**src/rtl/u8deacc_pkg.sv**
```systemverilog
// Shared types, constants and byte mapping functions for the UTF-8 Latin deaccent block.
package u8deacc_pkg;

  localparam logic [7:0] LeadC3    = 8'hC3;
  localparam logic [7:0] LeadC4    = 8'hC4;
  localparam logic [7:0] LeadC5    = 8'hC5;
  localparam logic [7:0] SpaceChar = 8'h20;
  localparam logic [7:0] CaseStep  = 8'h20;

  // Lead byte held from the previous item
  typedef enum logic [1:0] {
    LEAD_NONE = 2'd0,
    LEAD_C3   = 2'd1,
    LEAD_C4   = 2'd2,
    LEAD_C5   = 2'd3
  } lead_e;

  // Second byte after 0xC3: fixed range ladder
  function automatic logic [7:0] map_c3(input logic [7:0] b);
    logic [7:0] c;
    if (b >= 8'd128 && b <= 8'd134)      c = "A";
    else if (b == 8'd135)                c = "C";
    else if (b >= 8'd136 && b <= 8'd139) c = "E";
    else if (b >= 8'd140 && b <= 8'd143) c = "I";
    else if (b == 8'd144)                c = "D";
    else if (b == 8'd145)                c = "N";
    else if (b >= 8'd146 && b <= 8'd150) c = "O";
    else if (b >= 8'd153 && b <= 8'd156) c = "U";
    else if (b == 8'd157)                c = "Y";
    else if (b == 8'd159)                c = "s";
    else if (b >= 8'd160 && b <= 8'd166) c = "a";
    else if (b == 8'd167)                c = "c";
    else if (b >= 8'd168 && b <= 8'd171) c = "e";
    else if (b >= 8'd172 && b <= 8'd175) c = "i";
    else if (b == 8'd177)                c = "n";
    else if (b >= 8'd178 && b <= 8'd182) c = "o";
    else if (b >= 8'd185 && b <= 8'd188) c = "u";
    else if (b == 8'd189 || b == 8'd191) c = "y";
    else                                 c = SpaceChar;
    return c;
  endfunction

  // Second byte after 0xC4: runs A, C, D, E from 128, all starting on even codes
  function automatic logic [7:0] map_c4(input logic [7:0] b);
    logic [7:0] base;
    logic       hit;
    hit  = 1'b1;
    base = SpaceChar;
    if (b < 8'd128)      hit = 1'b0;
    else if (b < 8'd134) base = "A";
    else if (b < 8'd142) base = "C";
    else if (b < 8'd146) base = "D";
    else if (b < 8'd156) base = "E";
    else                 hit = 1'b0;
    if (!hit) return SpaceChar;
    return b[0] ? base + CaseStep : base;
  endfunction

  // Second byte after 0xC5: runs from 131 with gaps; case follows offset parity
  function automatic logic [7:0] map_c5(input logic [7:0] b);
    logic [7:0] base;
    logic       start_odd;
    logic       hit;
    hit       = 1'b1;
    base      = SpaceChar;
    start_odd = 1'b0;
    if (b < 8'd131)      hit = 1'b0;
    else if (b < 8'd137) begin
      base      = "N";
      start_odd = 1'b1;
    end
    else if (b < 8'd140) hit = 1'b0;
    else if (b < 8'd146) base = "O";
    else if (b < 8'd148) hit = 1'b0;
    else if (b < 8'd154) base = "R";
    else if (b < 8'd162) base = "S";
    else if (b < 8'd168) base = "T";
    else if (b < 8'd180) base = "U";
    else if (b < 8'd182) hit = 1'b0;
    else if (b < 8'd185) base = "Y";
    else if (b < 8'd191) begin
      // Z run starts on an odd code
      base      = "Z";
      start_odd = 1'b1;
    end
    else                 hit = 1'b0;
    if (!hit) return SpaceChar;
    return (b[0] ^ start_odd) ? base + CaseStep : base;
  endfunction

endpackage

```
**src/rtl/utf8_latin_deaccent.sv**
```systemverilog
// An accepted byte passes the input register, the mapping ladder, then the result register.
// Throughput: one byte per cycle while m_axis_tready does not stall the output.
// Lead bytes 0xC3..0xC5 with no lead held give no output; the next byte gives the mapped char.
// Reset (rst_ni low, asynchronous) empties both registers and clears the held lead.
// tlast on an input item drops any held lead once that item is handled.
module utf8_latin_deaccent (
  input  logic       clk_i,
  input  logic       rst_ni,
  input  logic       s_axis_tvalid,
  output logic       s_axis_tready,
  input  logic [7:0] s_axis_tdata,   // [7:0] in_byte
  input  logic       s_axis_tlast,   // last_byte
  output logic       m_axis_tvalid,
  input  logic       m_axis_tready,
  output logic [7:0] m_axis_tdata    // [7:0] out_char
);

  logic                 in_valid_q, in_valid_d;
  logic [7:0]           in_byte_q;
  logic                 in_last_q;
  u8deacc_pkg::lead_e   lead_q, lead_d;
  logic                 out_valid_q, out_valid_d;
  logic [7:0]           out_char_q, out_char_d;
  logic                 proc_fire;
  logic                 emit;
  logic                 s_fire;

  // Stage handshake: input register moves when the result register is free or drains
  assign proc_fire     = in_valid_q && (!out_valid_q || m_axis_tready);
  assign s_axis_tready = !in_valid_q || proc_fire;
  assign s_fire        = s_axis_tvalid && s_axis_tready;

  always_comb begin
    in_valid_d = s_fire ? 1'b1 : (proc_fire ? 1'b0 : in_valid_q);
  end

  // Decode held lead and map the current byte
  always_comb begin
    lead_d     = lead_q;
    emit       = 1'b0;
    out_char_d = in_byte_q;
    unique case (lead_q)
      u8deacc_pkg::LEAD_C3: begin
        emit       = 1'b1;
        out_char_d = u8deacc_pkg::map_c3(in_byte_q);
        lead_d     = u8deacc_pkg::LEAD_NONE;
      end
      u8deacc_pkg::LEAD_C4: begin
        emit       = 1'b1;
        out_char_d = u8deacc_pkg::map_c4(in_byte_q);
        lead_d     = u8deacc_pkg::LEAD_NONE;
      end
      u8deacc_pkg::LEAD_C5: begin
        emit       = 1'b1;
        out_char_d = u8deacc_pkg::map_c5(in_byte_q);
        lead_d     = u8deacc_pkg::LEAD_NONE;
      end
      u8deacc_pkg::LEAD_NONE: begin
        if (in_byte_q == u8deacc_pkg::LeadC3)      lead_d = u8deacc_pkg::LEAD_C3;
        else if (in_byte_q == u8deacc_pkg::LeadC4) lead_d = u8deacc_pkg::LEAD_C4;
        else if (in_byte_q == u8deacc_pkg::LeadC5) lead_d = u8deacc_pkg::LEAD_C5;
        else emit = 1'b1;
      end
      default: begin
        lead_d = u8deacc_pkg::LEAD_NONE;
      end
    endcase
    if (in_last_q) lead_d = u8deacc_pkg::LEAD_NONE;
  end

  // Result register valid
  always_comb begin
    if (proc_fire) out_valid_d = emit;
    else if (m_axis_tready) out_valid_d = 1'b0;
    else out_valid_d = out_valid_q;
  end

  // Control registers
  always_ff @(posedge clk_i or negedge rst_ni) begin
    if (!rst_ni) begin
      in_valid_q  <= 1'b0;
      out_valid_q <= 1'b0;
      lead_q      <= u8deacc_pkg::LEAD_NONE;
    end else begin
      in_valid_q  <= in_valid_d;
      out_valid_q <= out_valid_d;
      if (proc_fire) lead_q <= lead_d;
    end
  end

  // Payload registers
  always_ff @(posedge clk_i) begin
    if (s_fire) begin
      in_byte_q <= s_axis_tdata;
      in_last_q <= s_axis_tlast;
    end
    if (proc_fire && emit) out_char_q <= out_char_d;
  end

  assign m_axis_tvalid = out_valid_q;
  assign m_axis_tdata  = out_char_q;

`ifndef SYNTHESIS
  // A lead byte with nothing held becomes the held lead unless it is the last item
  a_lead_held: assert property (@(posedge clk_i) disable iff (!rst_ni)
    (proc_fire && lead_q == u8deacc_pkg::LEAD_NONE && !in_last_q &&
     (in_byte_q == u8deacc_pkg::LeadC3 || in_byte_q == u8deacc_pkg::LeadC4 ||
      in_byte_q == u8deacc_pkg::LeadC5))
    |=> (lead_q != u8deacc_pkg::LEAD_NONE && !out_valid_q))
    else $error("lead byte not held or produced output");

  // Last item always leaves no lead pending
  a_last_clears: assert property (@(posedge clk_i) disable iff (!rst_ni)
    (proc_fire && in_last_q) |=> lead_q == u8deacc_pkg::LEAD_NONE)
    else $error("lead still pending after last item");

  // A byte following a held lead always yields a char
  a_second_emits: assert property (@(posedge clk_i) disable iff (!rst_ni)
    (proc_fire && lead_q != u8deacc_pkg::LEAD_NONE) |=> out_valid_q)
    else $error("second byte produced no output");
`endif

endmodule
```
**config.mk**
```make
export PLATFORM = sky130hd
export DESIGN_NAME = utf8_latin_deaccent
export DESIGN_NICKNAME = d
export VERILOG_FILES = /design/src/rtl/u8deacc_pkg.sv /design/src/rtl/utf8_latin_deaccent.sv
export SDC_FILE = /design/constraint.sdc
export NUM_CORES = 1
export LEC_CHECK = 0
export BUFFER_PORTS_ARGS = -buffer_cell sky130_fd_sc_hd__buf_2
export CORE_MARGIN = 1.5
export CORE_UTILIZATION = 45
export CTS_BUF_LIST = sky130_fd_sc_hd__clkbuf_4 sky130_fd_sc_hd__clkbuf_8
export DETAILED_ROUTE_END_ITERATION = 6
export GPL_TIMING_DRIVEN = 1
export HOLD_SLACK_MARGIN = 0.08
export PLACE_DENSITY = 0.75
export SYNTH_ARGS = -nofsm -noshare
export SYNTH_HDL_FRONTEND = slang
export SYNTH_SLANG_ARGS = --single-unit
```
**constraint.sdc**
```tcl
create_clock -name clk_i -period 5.35 [get_ports clk_i]
set_input_delay 0.535 -clock clk_i [delete_from_list [all_inputs] [get_ports clk_i]]
set_output_delay 0.535 -clock clk_i [all_outputs]
set_load 0.02 [all_outputs]
```
* Word-level counts from Yosys, hierarchy flattened
Cells that the tools add are included.
** Storage, ports and cells
- Output and inout port bits :: 10
- Bits in registers :: 21
- Logic and storage cells :: 176
- Bits of input ports :: 13
** Cells by class
- Magnitude comparators :: 36
- Bitwise gates (word level) :: 1
- Reduce and logical (&&, ||, !) cells :: 23
- Equal/unequal tests :: 16
- Mux-type cells :: 92
- Add/subtract/negate cells :: 2
** Operator list (number)
- $mux W7 :: 35
- $lt A8 B8 Y1 const B :: 16
- $eq A8 B8 Y1 const B :: 12
- $ge A8 B8 Y1 const B :: 10
- $le A8 B8 Y1 const B :: 10
- $mux W8 :: 8
- $mux W1 :: 42
- $pmux W8 S3 :: 1
- $add A8 B6 Y8 const B :: 2
- $logic_and A1 B1 Y1 :: 13
- $mux W2 :: 4
- $ne A5 B5 Y1 const B :: 1
- $eq A2 B2 Y1 const B :: 2
- $pmux W2 S2 :: 1
- $reduce_bool A2 Y1 :: 2
- $logic_or A1 B1 Y1 :: 3
- $reduce_or A3 Y1 :: 1
- $eq A2 B1 Y1 const B :: 1
- $logic_not A1 Y1 :: 2
- $logic_not A2 Y1 :: 1
- $pmux W1 S2 :: 1
- $reduce_and A2 Y1 :: 1
- $xor A1 B1 Y1 :: 1

* Depth between registers and ports, before layout
- Word-level depth :: 21
- Mapped depth :: 10
- Gate-level depth less buffers :: 8

* Worst setup path after synthesis
Ideal clock, no wire load.
- Path kind :: flip-flop to flip-flop
- Start :: reg in_byte_q[6]
- End :: reg out_char_q[6] (netlist: m_axis_tdata[6]), data pin
- Arrival :: 1961 ps
- Cell stages (with the launch flop) :: 10
- Clock period less this slack :: 2222 ps
- Path slack :: 3128 ps
- Required time :: 5090 ps
- Path buffers :: 1
- Path through :: edfxtp_1 > buf_6 > nand3b_4 > nor4b_1 > o211ai_1 > a31oi_1 > inv_1 > ha_1 > nor2_1 > o22ai_1
** Between the ends
- Cells in the longest elaborated chain, start to end :: 21
** Ends and longest elaborated chain
- start: declaration :: line utf8_latin_deaccent.sv:19 : logic [7:0] in_byte_q;
- start signal: assignment :: line utf8_latin_deaccent.sv:94 : in_byte_q <= s_axis_tdata;
- branches (longest 20 deep; another with $lt A8 B8 Y1)
- $pmux W8 S3 (*) :: line utf8_latin_deaccent.sv:42 : unique case (lead_q)
- via out_char_d[6] :: line utf8_latin_deaccent.sv:23 : logic [7:0] out_char_q, out_char_d;
- end signal: assignment :: line utf8_latin_deaccent.sv:97 : if (proc_fire && emit) out_char_q <= out_char_d;
- end: declaration :: line utf8_latin_deaccent.sv:23
Mark *: on every way through the listed nets, which the timed path passes. The select of a mux whose other input is x is not followed.
A chain may end at the register's enable or synchronous reset.

* Worst setup path in the final report
- Start :: reg in_byte_q[2]
- End :: reg out_char_q[6] (netlist: m_axis_tdata[6]), data pin
Same word-level chain as after synthesis.

==> key figures <==
Final layout
  – # diodes: 0
  – Footprint of the multi-input gates: 1010 um2
  – Finished Layout Cells: 263
  – Nets: 231
  – FILL cells: 370
  – Reg area: 611 um2
  – Most frequent cells in the layout: buf_2 (22), nor2_1 (20), a21oi_1 (18), nand2_1 (18), edfxtp_1 (17)
  – Share of cells above drive strength 1: 0.172
  – Area Growth Syn to Fin: 7.81%
  – Commonest non-fill, non-tap cell in the layout: buf_2
  – Area of all placed cells without fillers: 1870 um2

Clocking
  – Worst-Skew Late Latency: 0.26 ns
  – TritonCTS buffer count: 3
  – Clock root cell: clkbuf_8
  – CTS tree: yes
  – H-tree lvl count: 1
  – Post-CTS resize count: 0
  – Clock slew at reported path FFs: 0.08 ns
  – TritonCTS sink count: 21
  – Clock tree buffer depth: 2
  – Post-CTS setup buffers: 0

Power
  – Net Sw Frac: 0.309
  – Comb pwr share: 0.207
  – Power density over the cells: 215 nW/um2
  – Internal power: 0.000277 W
  – Total chip power: 0.000400 W
  – Leakage: 0.668 nW
  – Net switching power: 0.000124 W
  – Maximum vdd drop: 0.000245 V
  – Flop pwr share: 0.532
  – Clock network power share: 0.261

Hold path
  – Hold Crit Class: input port to register

Route
  – Wire length on met2: 1950 um
  – DRT Pass-1 Iters: 5
  – Final ANT Viol Nets: 0
  – Met3 wire length: 420 um
  – DR vias/cell: 6.28
  – Vias post-DR: 1652
  – DR iter-0 viols: 206
  – Highest routed metal layer: met4
  – Met1 WL: 1680 um
  – Post-Route WL: 4180 um
  – WL per Instance: 15.9 um
  – DR DRC count: 0

Synthesis
  – Post-Synth Simple-Gate Area: 0.292
  – Mapped Area: 1730 um2
  – Synth cell types: 58
  – Cell count after synthesis: 207
  – Post-synth EDFFs: 17
  – Post-synthesis sequential area ratio: 0.353
  – Multiplexer area fraction after synthesis: 0.00651
  – YS warnings: 0
  – Area share of fa/ha/maj cells after synthesis: 0.0145
  – Post-Syn Nets: 222
  – Async set or reset register ratio after synthesis: 0.190
  – Syn avg cell area: 8.36 um2
  – FF+latch count, synth: 21
  – Synth Flop Type: edfxtp_1
  – Synth Area in XOR/XNOR: 0.0202
  – Largest family of logic cells by synthesized area: simple AND/OR/NAND/NOR gates
  – Compound-cell area share of the yosys netlist: 0.249

Worst setup path
  – Crit start category: register
  – Worst R2R Start: in_byte_q[2]$_DFFE_PP_
  – Flop2flop setup slack: 2.39 ns
  – WP data arrival: 2.97 ns
  – R2R Path End: m_axis_tdata[6]$_DFFE_PP_
  – Reg2Reg Depth: 8
  – WP data required: 5.36 ns
  – Nature of the critical path endpoint: register
  – Critical path peak fanout: 23
  – Worst Setup EP: m_axis_tdata[6]$_DFFE_PP_
  – Critical path class: register to register
  – Crit path launch: in_byte_q[2]$_DFFE_PP_

Timing
  – Fin crit share: 0.554
  – Fmax: 337 MHz
  – Setup TNS: 0 ns
  – Setup Viol. Count Final: 0
  – Worst Skew: 0.00641 ns
  – Setup ws final: 2.39 ns
  – Final min period: 2.96 ns
  – Fin. Hold Viols: 0
  – RSZ-0062 raised after global routing: false
  – Slew margin rel.: 0.524
  – Max-slew violations: 0
  – Slew @ Worst Pin: 0.712 ns

Floorplan
  – Die area: 4230 um2
  – Core region area: 3690 um2
  – I/O Pins: 23
  – Starting Density: 0.469
  – Die height: 65.0 um
  – FP Rows: 22
  – Die span in x: 65.0 um

Placement
  – Final HPWL DP: 3040 um
  – Area after DPL: 1810 um2
  – Placed insts: 258
  – Port Buffer Count: 22
  – Global placement routability congestion: 0.953
  – Worst slack, placed: 2.46 ns

Global route
  – Largest net degree at the start of global routing: 24
  – First-pass GRT wire length: 6970 um
  – Vias in the first global route: 1451
  – Tot GR Track Use: 0.210
  – Antenna violations before repair: 0
  – Grt ovf: 0

Status
  – Status: finished clean

Flow run
  – Max-cap violations: 0
-- logic make-up after synthesis --
kind of cell    Yosys count
xor+xnor                  4
buf+inv                  24
flops                    21
compound gates           64
mux                       1
fa+ha+maj                 2
simple gates             91
-- layout make-up --
cell class / instances / area share
well taps: 48 / 0.0322
clock inverters: 1 / 0.00402
repair buffers: 23 / 0.0644
multi-input cells: 162 / 0.540
inverters: 5 / 0.0101
clock buffers: 3 / 0.0221
flip-flops and latches: 21 / 0.327
-- layer usage --
| layer | vias up | GRT usage |
|---|---|---|
| met5 | - | 0 |
| met3 | 16 | 0.0590 |
| met2 | 92 | 0.325 |
| met1 | 752 | 0.282 |
| li1 | 792 | - |
| met4 | 0 | 0.0755 |
-- critical path, cell delays in order (launching register included) --
cell and delay (ns):
edfxtp_1 0.82, a21oi_1 0.22, nor4b_1 0.54, o211ai_1 0.21, a31oi_1 0.36, inv_1 0.08, ha_1 0.28, nor2_1 0.11
o22ai_1 0.09
-- synth_stat cells, types with 2 or more instances --
library cell  instances  area (um2)
inv_1                 4        15.0
o31ai_1               5        37.5
nand3b_1              2        15.0
nor3b_1               2        15.0
a21oi_1              18        90.1
ha_1                  2        25.0
and3_1                3        18.8
buf_2                 9        45.0
o211ai_1              3        22.5
or2_2                 2        12.5
dfrtp_1               4         100
nor4b_1               2        17.5
o32ai_1               3        26.3
o21ai_0              12        60.1
a32oi_1               2        17.5
a211oi_1              2        15.0
edfxtp_1             17         510
nor3_1                8        40.0
clkbuf_1              7        26.3
nand2_1              18        67.6
o22ai_1               2        12.5
nor4_1                6        37.5
xnor2_1               4        35.0
nand2b_1             11        68.8
nand3_1               6        30.0
nor2_1               20        75.1
and2_1                2        12.5
-- sequential cells by signal, summed over array words and instances, names as in the netlist --
signal         cells
m_axis_tdata       8
m_axis_tvalid      1
in_valid_q         1
in_byte_q          8
lead_q             2
in_last_q          1
-- power by group through the flow --
stage               registers [W]  logic (W)  clock network, W
detailed placement       0.000216  0.0000814                 0
global route             0.000216  0.0000914          0.000114
CTS                      0.000212  0.0000822          0.000106
floorplan                0.000205  0.0000702                 0
global placement         0.000216  0.0000817                 0
finish                   0.000213  0.0000829          0.000104
-- what timing repair did --
action                                  in CTS  in global routing
endpoints found under the setup margin       0                  0
hold buffers                                 1                  0
hold endpoints to repair                     4                  0
-- worst min-delay path by stage --
stage	start	end	slack (ns)	cells after the start
after CTS	s_axis_tdata[7]	in_byte_q[7]$_DFFE_PP_	0.44	1
after global placement	rst_ni	m_axis_tvalid$_DFFE_PN0P_	0.34	1
final	s_axis_tdata[7]	in_byte_q[7]$_DFFE_PP_	0.44	1
after global routing	s_axis_tdata[6]	in_byte_q[6]$_DFFE_PP_	0.43	1
after floorplan	rst_ni	in_valid_q$_DFFE_PN0P_	0.24	0
after detailed placement	rst_ni	m_axis_tvalid$_DFFE_PN0P_	0.34	1
-- through the flow --
step,hold WS (ns),util
2_1_floorplan,0.239,-
3_3_place_gp,0.341,0.490
3_5_place_dp,0.345,0.490
4_1_cts,0.441,0.506
5_1_grt,0.431,0.506
6_report,0.440,0.506
Note: power is estimated with default switching activity, not from simulation.
